[config.mk]
export PLATFORM = sky130hd
export DESIGN_NAME = circular_double_ended_queue
export DESIGN_NICKNAME = d
export VERILOG_FILES = /design/src/design/cdeq_pkg.sv /design/src/design/circular_double_ended_queue.sv
export SDC_FILE = /design/constraint.sdc
export NUM_CORES = 1
export LEC_CHECK = 0
export ABC_CLOCK_PERIOD_IN_PS = 7200
export BUFFER_PORTS_ARGS = -buffer_cell sky130_fd_sc_hd__clkbuf_2
export CORE_ASPECT_RATIO = 2
export CORE_UTILIZATION = 60
export CTS_BUF_LIST = sky130_fd_sc_hd__clkbuf_8 sky130_fd_sc_hd__clkbuf_16
export DETAILED_ROUTE_END_ITERATION = 6
export HOLD_SLACK_MARGIN = 0.03
export MAX_ROUTING_LAYER = met4
export PLACE_DENSITY = 0.8
export SYNTH_ARGS = -nofsm -noshare
export SYNTH_HDL_FRONTEND = slang
export SYNTH_SLANG_ARGS = --single-unit
[constraint.sdc]
create_clock -name clock -period 7.2 [get_ports clock]
set_input_delay 0.36 -clock clock [delete_from_list [all_inputs] [get_ports clock]]
set_output_delay 0.36 -clock clock [all_outputs]
set_load 0.03 [all_outputs]
[src/design/cdeq_pkg.sv]
// Package for the circular double-ended queue.
// Holds the request and response item types, operation codes and status codes.
// No dependencies.
package cdeq_pkg;

   // Operation codes carried in the request item
   localparam logic [1:0] OP_PUSH_FRONT = 2'd0;
   localparam logic [1:0] OP_PUSH_REAR  = 2'd1;
   localparam logic [1:0] OP_POP_FRONT  = 2'd2;
   localparam logic [1:0] OP_POP_REAR   = 2'd3;

   // Status codes carried in the response item
   localparam logic [1:0] STATUS_DONE      = 2'd0;
   localparam logic [1:0] STATUS_OVERFLOW  = 2'd1;
   localparam logic [1:0] STATUS_UNDERFLOW = 2'd2;

   typedef struct packed {
      logic [1:0]  op;
      logic [31:0] push_value;
   } req_type;

   typedef struct packed {
      logic [31:0] pop_value;
      logic [1:0]  status;
      logic [4:0]  entry_count;
   } rsp_type;

endpackage

[src/design/circular_double_ended_queue.sv]
// Circular double-ended queue: ring store in a synchronous RAM plus head,
// tail and count registers, with a registered response item.
// Depends on cdeq_pkg.

// Each request item is one of push front, push rear, pop front or pop rear.
// A push, and any refused operation (push when full, pop when empty), gets
// its response loaded into the output register at the edge of acceptance;
// for a push the store write and the pointer update happen at that same
// edge, so pushes can be accepted back to back. A successful pop reads the
// store's single read port into its read-data register at acceptance, and
// the response is loaded from it on the following edge; no request is taken
// during that read cycle. A new request is accepted only while the output
// register is empty or its response is taken in the same cycle, so a stalled
// response item holds off the request side. The store has no reset; entries
// are only read after a push has written them.
module circular_double_ended_queue #(
   parameter int DEPTH      = 16,
   parameter int DATA_WIDTH = 32
) (
   input  logic              clock,
   input  logic              reset,
   input  logic              req_valid,
   output logic              req_ready,
   input  cdeq_pkg::req_type req_data,
   output logic              rsp_valid,
   input  logic              rsp_ready,
   output cdeq_pkg::rsp_type rsp_data
);

   localparam int IDX_W = $clog2(DEPTH);
   localparam int CNT_W = $clog2(DEPTH + 1);
   localparam logic [IDX_W-1:0] LAST_IDX = IDX_W'(DEPTH - 1);
   localparam logic [CNT_W-1:0] FULL_CNT = CNT_W'(DEPTH);

   // Control states
   localparam logic ST_IDLE = 1'b0;
   localparam logic ST_READ = 1'b1;

   logic                  state_ff, state_in;
   logic [IDX_W-1:0]      head_ff, head_in;
   logic [IDX_W-1:0]      tail_ff, tail_in;
   logic [CNT_W-1:0]      count_ff, count_in;
   logic                  rsp_valid_ff, rsp_valid_in;
   cdeq_pkg::rsp_type     rsp_data_ff, rsp_data_in;

   logic [DATA_WIDTH-1:0] ring_store_ff [DEPTH];
   logic [DATA_WIDTH-1:0] rd_data_ff;
   logic                  wr_en;
   logic [IDX_W-1:0]      wr_addr;
   logic [DATA_WIDTH-1:0] wr_data;
   logic                  rd_en;
   logic [IDX_W-1:0]      rd_addr;

   logic                  accept;
   logic                  is_push;
   logic                  is_full;
   logic                  is_empty;
   logic [DATA_WIDTH+31:0] push_ext;
   logic [DATA_WIDTH+31:0] pop_ext;
   logic [CNT_W+4:0]      count_out_ext;
   logic [CNT_W+4:0]      count_cur_ext;

   assign req_ready = (state_ff == ST_IDLE) && (!rsp_valid_ff || rsp_ready);
   assign accept    = req_valid && req_ready;
   assign rsp_valid = rsp_valid_ff;
   assign rsp_data  = rsp_data_ff;

   assign is_push  = (req_data.op == cdeq_pkg::OP_PUSH_FRONT) ||
                     (req_data.op == cdeq_pkg::OP_PUSH_REAR);
   assign is_full  = (count_ff == FULL_CNT);
   assign is_empty = (count_ff == '0);

   // Width adaptation between the 32-bit item fields and the store width
   assign push_ext      = {{DATA_WIDTH{1'b0}}, req_data.push_value};
   assign wr_data       = push_ext[DATA_WIDTH-1:0];
   assign pop_ext       = {32'd0, rd_data_ff};
   assign count_out_ext = {5'd0, count_in};
   assign count_cur_ext = {5'd0, count_ff};

   // Next-state logic: pointer update, store access and response
   always_comb begin
      state_in     = state_ff;
      head_in      = head_ff;
      tail_in      = tail_ff;
      count_in     = count_ff;
      rsp_valid_in = rsp_valid_ff && !rsp_ready;
      rsp_data_in  = rsp_data_ff;
      wr_en        = 1'b0;
      wr_addr      = '0;
      rd_en        = 1'b0;
      rd_addr      = head_ff;

      case (state_ff)
         ST_IDLE: begin
            if (accept) begin
               if (is_push) begin
                  if (is_full) begin
                     rsp_valid_in            = 1'b1;
                     rsp_data_in.pop_value   = '0;
                     rsp_data_in.status      = cdeq_pkg::STATUS_OVERFLOW;
                     rsp_data_in.entry_count = count_cur_ext[4:0];
                  end else begin
                     wr_en = 1'b1;
                     if (is_empty) begin
                        head_in = '0;
                        tail_in = '0;
                        wr_addr = '0;
                     end else if (req_data.op == cdeq_pkg::OP_PUSH_FRONT) begin
                        head_in = (head_ff == '0) ? LAST_IDX : head_ff - 1'b1;
                        wr_addr = head_in;
                     end else begin
                        tail_in = (tail_ff == LAST_IDX) ? '0 : tail_ff + 1'b1;
                        wr_addr = tail_in;
                     end
                     count_in                = CNT_W'(count_ff + 1'b1);
                     rsp_valid_in            = 1'b1;
                     rsp_data_in.pop_value   = '0;
                     rsp_data_in.status      = cdeq_pkg::STATUS_DONE;
                     rsp_data_in.entry_count = count_out_ext[4:0];
                  end
               end else begin
                  if (is_empty) begin
                     rsp_valid_in            = 1'b1;
                     rsp_data_in.pop_value   = '0;
                     rsp_data_in.status      = cdeq_pkg::STATUS_UNDERFLOW;
                     rsp_data_in.entry_count = count_cur_ext[4:0];
                  end else begin
                     rd_en = 1'b1;
                     if (req_data.op == cdeq_pkg::OP_POP_FRONT) begin
                        rd_addr = head_ff;
                        head_in = (head_ff == LAST_IDX) ? '0 : head_ff + 1'b1;
                     end else begin
                        rd_addr = tail_ff;
                        tail_in = (tail_ff == '0) ? LAST_IDX : tail_ff - 1'b1;
                     end
                     count_in = CNT_W'(count_ff - 1'b1);
                     // queue drained: indices go home
                     if (count_in == '0) begin
                        head_in = '0;
                        tail_in = '0;
                     end
                     state_in = ST_READ;
                  end
               end
            end
         end
         ST_READ: begin
            // read data is back; output register is free here
            rsp_valid_in            = 1'b1;
            rsp_data_in.pop_value   = pop_ext[31:0];
            rsp_data_in.status      = cdeq_pkg::STATUS_DONE;
            rsp_data_in.entry_count = count_cur_ext[4:0];
            state_in                = ST_IDLE;
         end
         default: begin
            state_in = ST_IDLE;
         end
      endcase
   end

   // Control registers
   always_ff @(posedge clock) begin
      if (reset) begin
         state_ff     <= ST_IDLE;
         head_ff      <= '0;
         tail_ff      <= '0;
         count_ff     <= '0;
         rsp_valid_ff <= 1'b0;
      end else begin
         state_ff     <= state_in;
         head_ff      <= head_in;
         tail_ff      <= tail_in;
         count_ff     <= count_in;
         rsp_valid_ff <= rsp_valid_in;
      end
   end

   // Response payload
   always_ff @(posedge clock) begin
      rsp_data_ff <= rsp_data_in;
   end

   // Ring store: one write port, one registered read port
   always_ff @(posedge clock) begin
      if (wr_en) begin
         ring_store_ff[wr_addr] <= wr_data;
      end
      if (rd_en) begin
         rd_data_ff <= ring_store_ff[rd_addr];
      end
   end

   // Count never exceeds the store depth
   a_count_range: assert property (@(posedge clock) disable iff (reset)
      count_ff <= FULL_CNT)
      else $error("entry count above depth");

   // Empty queue keeps both indices at zero
   a_empty_home: assert property (@(posedge clock) disable iff (reset)
      (count_ff == '0) |-> (head_ff == '0 && tail_ff == '0))
      else $error("empty queue with nonzero index");

   // The read cycle always finds the output register free
   a_read_slot: assert property (@(posedge clock) disable iff (reset)
      (state_ff == ST_READ) |-> !rsp_valid_ff)
      else $error("pop data arrived with output register busy");

   // A refused push leaves the count untouched
   a_overflow_hold: assert property (@(posedge clock) disable iff (reset)
      (accept && is_push && is_full) |=> (count_ff == $past(count_ff)))
      else $error("overflow push changed the count");

endmodule

==> results_dict.tcl, run 1 <==
set metrics [dict create \
    ant_nets 0 \
    power_density_nw_per_um2 285 \
    routed_wl_um 60000 \
    vias_per_cell 6.77 \
    htree_levels 2 \
    die_w_um 144 \
    cts.sinks 598 \
    grt_pass1_wl_um 90100 \
    drive_above_1_share 0.124 \
    final_area_um2 26600 \
    fmax_ghz 0.212 \
    final-setup-viol-count 0 \
    grt_usage 0.308 \
    syn_avg_cell_area_um2 13.9 \
    boundaryPins 79 \
    synth_edf_count 583 \
    yosys_warnings 0 \
    drv_slew 0 \
    yosysSeqAreaShare 0.734 \
    slew_headroom 0.215 \
    nNetsFinal 1817 \
    worst_clock_skew_ns 0.0270 \
    critical_path_class "register to register" \
    yosysUniqueCellTypes 59 \
    start_util 0.611 \
    max_cap_viol_count 0 \
    numCtsBuffers 48 \
    synth_area_um2 24300 \
    core_area_um2 39700 \
    clockBufferDepth 3 \
    port_buffers 78 \
    placed_area_um2 25000 \
    die_height_um 286 \
    antenna_found_initial 1 \
    rows 103 \
    syn2layout_area_growth_pct 9.68 \
    tightest_slew_ns 1.18 \
    hold_viol_final 0 \
    drtIter0Drc 2002 \
    path_clk_slew_ns 0.07 \
    status "completed" \
    dp_hpwl_um 31700 \
    fin_crit_ns 4.73 \
    crit_path_top_delay_cell "nand3_4" \
    setup-tns-final_ns 0 \
    power_w 0.00758 \
    grt_max_degree 162 \
    first_pass_iters 6 \
    p_leak_nw 8.86 \
    max_stage_delay_ns 0.63 \
    cp-end-kind "register" \
    wire_per_inst_um 25.7 \
    crit_path_start_kind "register" \
    timing.final.crit_share 0.657 \
    irDropWorstVdd_uv 215 \
    vias 15800 \
    hold_path.class "primary input to register" \
    worst_hold_slack_ns 0.158 \
    syn_nets 1793 \
    root_buffer "clkbuf_16" \
    path_cells "inv_1 > ha_1 > or4b_1 > nand4_4 > inv_4 > nand3_4 > nand2_4 > buf_4 > a21oi_1 > a22o_1 > o211ai_1" \
    synth_cells 1748 \
    die-area_um2 41300 \
    synthFlopType "edfxtp_1" \
    cp_max_fo 56 \
    clkLatencyLatePin_ns 0.58 \
    drc 0 \
    rsz0062_at_grt "no" \
    crit_required_ns 7.61 \
    cts_tree "yes" \
    gr-total-overflow 0 \
    place_congestion 0.895 \
    async_reset_ff_frac 0 \
    ys_seq_elements 598 \
    crit_arrival_ns 5.14 \
    grt_pass1_vias 15800 \
]
==> worst paths after layout <==
kind                        from              endpoint  slack, ns  cells past startpoint
setup / recovery     count_ff[0]        rd_data_ff[21]       2.47                     11
hold / removal      req_data[19]  ring_store_ff[8][19]       0.16                      1
setup reg to reg     count_ff[0]        rd_data_ff[21]       2.47                     11
hold reg to reg   rd_data_ff[27]          rsp_data[34]       0.52                      1
==> flip-flops by register name (all words and copies together), names as in the netlist <==
| signal | cells |
|---|---|
| rsp_valid | 1 |
| count_ff | 5 |
| ring_store_ff | 512 |
| rd_data_ff | 32 |
| rsp_data | 39 |
| head_ff | 4 |
| state_ff | 1 |
| tail_ff | 4 |
==> cell type report <==
type	instances	area, um^2
Timing Repair Buffer	112	661
Sequential cell	598	17800
Inverter	14	55.1
Fill cell	2669	13100
Multi-Input combinational cell	998	5870
Clock inverter	40	314
Clock buffer	50	1250
Antenna cell	1	2.50
Tap cell	525	657
==> cell usage after synthesis, types with 2 or more instances <==
master / count / area [um^2]
edfxtp_1: 583 / 17500
nand3_1: 231 / 1160
o21ai_0: 134 / 671
nand2_1: 120 / 450
a21oi_1: 113 / 566
clkbuf_1: 56 / 210
buf_2: 45 / 225
nor2_1: 42 / 158
a211oi_1: 39 / 293
and2_1: 35 / 219
a211o_1: 34 / 298
a22o_1: 33 / 289
and3_1: 33 / 206
o211ai_1: 33 / 248
a31oi_1: 32 / 200
nand4_1: 32 / 200
buf_6: 15 / 169
dfxtp_1: 15 / 300
inv_1: 12 / 45.0
o21ai_1: 9 / 45.0
buf_1: 8 / 30.0
clkbuf_2: 8 / 40.0
ha_1: 7 / 87.6
nor3_1: 7 / 35.0
o22ai_1: 7 / 43.8
buf_4: 6 / 45.0
mux2i_1: 5 / 50.1
nand2b_1: 5 / 31.3
xnor2_1: 5 / 43.8
nor2b_1: 3 / 18.8
o221ai_1: 3 / 26.3
o31ai_1: 3 / 22.5
or2_2: 3 / 18.8
or3_1: 3 / 18.8
xor2_1: 3 / 26.3
mux2_2: 2 / 22.5
o21ai_2: 2 / 17.5
==> cell usage in the layout, fill, tap and decap left out, drive strengths merged, types with 34 or more instances in the layout <==
| cell type | n |
|---|---|
| edfxtp | 583 |
| clkbuf | 128 |
| a211oi | 39 |
| nand3 | 232 |
| nor2 | 43 |
| a21oi | 114 |
| o21ai | 145 |
| and2 | 36 |
| a211o | 34 |
| nand2 | 122 |
==> cell families after synthesis <==
logic type,share of synthesized area
AO/OA/AOI/OAI,0.116
XOR/XNOR,0.00289
adder cells (fa/ha/maj),0.00361
buffers and inverters,0.0319
flip-flops,0.734
multiplexers,0.00361
AND/OR/NAND/NOR,0.108
==> worst max-delay path: cells and delay by family (launching register included) <==
kind / cells / cell delay [ns]
AOI/OAI and AO/OA: 3 / 0.64
adders and majority gates: 1 / 0.29
DFF: 1 / 0.45
buffers and inverters: 3 / 1.27
and+or+nand+nor: 4 / 1.83
==> where the power goes <==
group / internal (W) / leakage, nW / switching [W]
Sequential: 0.00394 / 5.42 / 0.0000404
Combinational: 0.000285 / 2.66 / 0.000705
Clock: 0.00141 / 0.782 / 0.00120
==> stage by stage <==
stage	instances	util	setup WS (ns)
CTS	2337	0.670	2.58
detailed placement	2246	0.631	2.61
finish	2338	0.671	2.47
floorplan	1748	-	3.57
global route	2338	0.671	2.21
global placement	2246	0.631	2.83
==> what timing repair did <==
item	CTS	global route
buffers inserted	0	0
endpoints found under the setup margin	0	0
resized for setup	0	0
hold endpoints to repair	1	0
hold buffers	1	0
==> routing by layer <==
layer	global-route usage	vias up	wire length (um)
met5	-	-	0
met4	0.183	0	3640
met3	0.0365	245	4670
met2	0.522	1022	32000
met1	0.346	7756	19700
li1	-	6811	-
No activity file was read; power rests on OpenSTA's default activity.
==> run 2: changes to the inputs <==
ABC_CLOCK_PERIOD_IN_PS = 4300   (was 7200)
CORE_UTILIZATION = 56   (was 60)
PLACE_DENSITY = 0.79   (was 0.8)
clock period = 4.3 ns   (was 7.2 ns; I/O delays follow)
==> run 2 against run 1 <==
Power rose by 73%. Critical path depth up 1. Setup slack worse by 2.1 ns. Largest cell class unchanged. Cell count increased by 1.5%. Sequential cell count unchanged. Routed wire length rose by 0.17%. Die area rose by 7.1%. Core utilization decreased by 3.7 points. Sequential power up 67%. Non-clock buffer count rose by 19. Largest power group unchanged. Final area is 1.7% higher. Clock power rose by 82%.
==> results_dict.tcl, run 2 (synthesized netlist as in run 1, its figures left out) <==
set metrics [dict create \
    hold_viol_final 0 \
    intPower_w 0.00984 \
    drv_slew 0 \
    switchingPower_w 0.00327 \
    layout_setup_ws_ns 0.407 \
    ant_nets 0 \
    clockBufferDepth 3 \
    largest_reg_flops 512 \
    fin_crit_ns 3.89 \
    drive_above_1_share 0.130 \
    min_to "ring_store_ff[12][19]" \
    first_pass_iters 6 \
    tightest_slew_ns 1.07 \
    largest-register "ring_store_ff" \
    crit_path_top_delay_cell "or4b_1" \
    grtUsageMet3 0.0276 \
    root_buffer "clkbuf_16" \
    pre_cts_slack_ns 0.548 \
    pwr-share-seq 0.508 \
    max_stage_delay_ns 0.61 \
    drtIter0Drc 1798 \
    antennaDiodeCount 0 \
    power_frac_comb 0.130 \
    cp-end-kind "register" \
    met1_usage 0.309 \
    fin_util 0.634 \
    timing.final.crit_share 0.905 \
    post_cts_resized 0 \
    die_w_um 149 \
    power.share.clock 0.362 \
    worstReg2RegEnd "rd_data_ff[0]" \
    dp_hpwl_um 32500 \
    syn2layout_area_growth_pct 11.5 \
    core_area_um2 42700 \
    htree_levels 2 \
    vias_per_cell 6.68 \
    rows 107 \
    rsz0062_at_grt "no" \
    power_density_nw_per_um2 485 \
    die-area_um2 44200 \
    clkLatencyLatePin_ns 0.58 \
    drc 0 \
    start_util 0.568 \
    nNetsFinal 1835 \
    crit_arrival_ns 4.30 \
    die_height_um 296 \
    irDropWorstVdd_uv 296 \
    switching_share 0.250 \
    worst_clock_skew_ns 0.0159 \
    max_cap_viol_count 0 \
    slew_headroom 0.287 \
    cp_max_fo 41 \
    crit_path_frequent_cell "buf_4" \
    path_cells "inv_1 > ha_1 > or4b_1 > nand4_4 > inv_4 > buf_4 > nand3_4 > buf_4 > nand3_1 > a31oi_1 > nand4_1 > o211ai_1" \
    grt_max_degree 97 \
    busiest_layer "met2" \
    grt_usage 0.282 \
    place_congestion 0.870 \
    setup-tns-final_ns 0 \
    routed_wl_um 60100 \
    path_clk_slew_ns 0.08 \
    mostFrequentLayoutCell "edfxtp_1" \
    crit_required_ns 4.71 \
    reg2reg_depth 12 \
    p_leak_nw 9.05 \
    antenna_found_initial 1 \
    critical_path_class "register to register" \
    gr-total-overflow 0 \
    cts.sinks 598 \
    wire_per_inst_um 25.4 \
    most-common-layout-cells "edfxtp_1 (583), nand3_1 (231), o21ai_0 (134), nand2_1 (119), a21oi_1 (113)" \
    port_buffers 78 \
    fmax_ghz 0.257 \
    status "completed" \
    holdPathStages 1 \
    crit_path_start_kind "register" \
    hold_path_startpoint "req_data[19]" \
    rr_startpoint "count_ff[0]" \
    vias 15800 \
    grt_pass1_wl_um 89900 \
    hold_path.class "primary input to register" \
    boundaryPins 79 \
    grt_pass1_vias 16000 \
    cts_tree "yes" \
    numCtsBuffers 47 \
    final-setup-viol-count 0 \
    r2r_setup_slack_ns 0.41 \
    met2_usage 0.486 \
    worst_hold_slack_ns 0.0476 \
]
==> run 2: changes by cell type in the layout (fill, tap and decap cells not counted), sizes merged <==
cell,previous run,this run
buf,33,46
dlygate4sd3,1,7
clkinv,23,18
bufinv,4,11
inv,22,19
clkinvlp,5,3
clkbuf,128,127
diode,1,0
==> run 2: layout make-up <==
| type | instances | area [um^2] |
|---|---|---|
| Tap cell | 545 | 682 |
| Inverter | 14 | 55.1 |
| Multi-Input combinational cell | 998 | 5870 |
| Sequential cell | 598 | 17800 |
| Fill cell | 2900 | 15600 |
| Clock inverter | 37 | 478 |
| Timing Repair Buffer | 131 | 943 |
| Clock buffer | 49 | 1230 |
==> run 2: worst max-delay path by stage <==
stage	startpoint	endpoint	slack [ns]
6_report	count_ff[0]	rd_data_ff[0]	0.41
5_1_grt	count_ff[0]	rd_data_ff[0]	0.23
4_1_cts	count_ff[0]	rd_data_ff[0]	0.51
3_5_place_dp	count_ff[0]	rd_data_ff[14]	0.55
3_3_place_gp	count_ff[0]	rd_data_ff[17]	0.65
2_1_floorplan	state_ff	ring_store_ff[0][0]	0.75
==> run 2: power groups by stage <==
stage               Combinational [W]  Clock (W)  Sequential [W]
floorplan                     0.00104          0         0.00687
global placement              0.00161          0         0.00678
detailed placement            0.00167          0         0.00679
CTS                           0.00169    0.00478         0.00666
global route                  0.00183    0.00495         0.00667
finish                        0.00171    0.00475         0.00666
==> run 2: metal layers <==
metal,wire length [um],vias up
met3,4390,242
met1,20400,7815
li1,-,6836
met2,31700,952
met5,0,-
met4,3640,0
==> run 2: repair_timing <==
item                                   4_1_cts  5_1_grt
hold buffers                                 7        0
setup buffers                                0        0
endpoints found under the hold margin       71        0
==> run 2: stage by stage <==
step                      cells  power (W)  area (um^2)
after floorplan            1748    0.00792        24300
after global placement     2279    0.00839        25300
after detailed placement   2279    0.00846        25300
after CTS                  2372     0.0131        27100
after global routing       2372     0.0135        27100
final                      2372     0.0131        27100
==> run 2: critical path: cells and delay by family, from the launching register on <==
family          cells  cell delay [ns]
fa+ha+maj           1             0.29
simple gates        5             1.60
buf+inv             4             1.03
compound gates      2             0.42
flops               1             0.37
==> run 3: changes to the inputs <==
==> constraint.sdc (replaced) <==
create_clock -name clock -period 4.3 [get_ports clock]
set_input_delay 0.645 -clock clock [delete_from_list [all_inputs] [get_ports clock]]
set_output_delay 0.645 -clock clock [all_outputs]
set_load 0.03 [all_outputs]
==> run 3 against run 2 <==
Critical path depth down 1. Clock power decreased by 5.5%. Die area stayed put. Setup slack better by 0.25 ns. Sequential power is essentially flat. Register-to-register slack improved by 0.25 ns. Core utilization decreased by 0.27 points. Routed wire length is 0.40% higher. First-iteration DRC count up 5.5%. Largest power group unchanged.
==> results_dict.tcl, run 3 (synthesized netlist as in run 1, its figures left out) <==
set metrics [dict create \
    syn2layout_area_growth_pct 11.0 \
    htree_levels 2 \
    clkLatencyLatePin_ns 0.59 \
    start_util 0.568 \
    hold_path.class "primary input to register" \
    boundaryPins 79 \
    crit_required_ns 4.73 \
    critical_path_class "register to register" \
    crit_path_start_kind "register" \
    post_cts_resized 0 \
    hold_viol_final 0 \
    drtIter0Drc 1897 \
    largest-register "ring_store_ff" \
    mostFrequentLayoutCell "edfxtp_1" \
    drive_above_1_share 0.129 \
    grt_max_degree 161 \
    grt_usage 0.285 \
    core_area_um2 42700 \
    crit_arrival_ns 4.07 \
    path_clk_slew_ns 0.07 \
    drc 0 \
    wire_per_inst_um 25.5 \
    setup-tns-final_ns 0 \
    cp_max_fo 34 \
    routed_wl_um 60400 \
    worst_clock_skew_ns 0.0178 \
    dp_hpwl_um 34000 \
    dp.cells 2281 \
    max_stage_delay_ns 0.61 \
    irDropWorstVdd_uv 297 \
    place_congestion 0.892 \
    timing.final.crit_share 0.847 \
    cts_tree "yes" \
    power_w 0.0129 \
    clockBufferDepth 3 \
    rows 107 \
    cts_hold_buf 0 \
    tightest_slew_ns 1.07 \
    ant_nets 0 \
    cts.sinks 598 \
    worst_hold_slack_ns 0.326 \
    fmax_ghz 0.275 \
    gr-total-overflow 0 \
    cp-end-kind "register" \
    drv_slew 0 \
    vias_per_cell 6.63 \
    vias 15700 \
    nNetsFinal 1831 \
    die_w_um 149 \
    max_cap_viol_count 0 \
    slew_headroom 0.287 \
    root_buffer "clkbuf_16" \
    antenna_found_initial 2 \
    most-common-layout-cells "edfxtp_1 (583), nand3_1 (231), o21ai_0 (134), nand2_1 (119), a21oi_1 (113)" \
    die_height_um 296 \
    rsz0062_at_grt "no" \
    numCtsBuffers 48 \
    fin_cells 2371 \
    grt_pass1_wl_um 90700 \
    die-area_um2 44200 \
    path_cells "inv_1 > ha_1 > or4b_1 > nand4_4 > inv_4 > nand2_8 > mux2_4 > nand2_2 > buf_12 > a211o_1 > o211ai_1" \
    fin_crit_ns 3.64 \
    crit_path_top_delay_cell "or4b_1" \
    final-setup-viol-count 0 \
    postCtsSetupRepairBufs 0 \
    largest_reg_flops 512 \
    port_buffers 78 \
    r2r_setup_slack_ns 0.66 \
    first_pass_iters 7 \
    power_density_nw_per_um2 478 \
    grt_pass1_vias 15600 \
    status "completed" \
    p_leak_nw 9.04 \
]
run 3: cell count changes in the layout (fill, tap and decap cells not counted), moves of 3 or more:
cell and delta:
inv_1 +9, dlygate4sd3_1 -7, buf_12 +3, bufinv_16 -4
run 3: worst paths after layout:
kind                       start              to  cells after the start
hold / removal         req_valid       rsp_valid                      3
setup / recovery     count_ff[0]  rd_data_ff[16]                     11
hold reg to reg   rd_data_ff[24]    rsp_data[31]                      1
setup reg to reg     count_ff[0]  rd_data_ff[16]                     11
run 3: area by class of cell:
type | instances | area, um^2
Antenna cell | 1 | 2.50
Inverter | 14 | 55.1
Tap cell | 545 | 682
Multi-Input combinational cell | 998 | 5870
Sequential cell | 598 | 17800
Clock inverter | 41 | 402
Clock buffer | 48 | 1200
Fill cell | 2987 | 15800
Timing Repair Buffer | 126 | 926
run 3: power breakdown:
| group | switching [W] | total, W | internal (W) |
|---|---|---|---|
| combinational | 0.00120 | 0.00172 | 0.000517 |
| sequential | 0.0000711 | 0.00667 | 0.00659 |
| clock | 0.00202 | 0.00449 | 0.00247 |
| total | 0.00329 | 0.0129 | 0.00958 |
run 3: critical path: cells and delay by family, from the launching register on:
family / cells / cell delay (ns)
AND/OR/NAND/NOR: 4 / 1.33
multiplexers: 1 / 0.54
buffers and inverters: 3 / 0.53
AO/OA/AOI/OAI: 2 / 0.41
flip-flops: 1 / 0.36
adder cells (fa/ha/maj): 1 / 0.29
run 3: metal layers:
| layer | routed length [um] | part of all wire | vias up | global-route usage |
|---|---|---|---|---|
| met1 | 20600 | 0.34 | 7711 | 0.319 |
| met4 | 3570 | 0.059 | 0 | 0.171 |
| met2 | 31700 | 0.52 | 946 | 0.484 |
| met5 | 0 | 0 | - | - |
| li1 | - | - | 6835 | - |
| met3 | 4480 | 0.074 | 223 | 0.0376 |
run 3: per-stage QoR:
step	cell area (um^2)	setup slack, ns	utilization
final	26900	0.658	0.631
after CTS	26900	0.692	0.631
after floorplan	24300	0.389	-
after global placement	25300	0.793	0.593
after detailed placement	25300	0.722	0.593
after global routing	26900	0.502	0.631
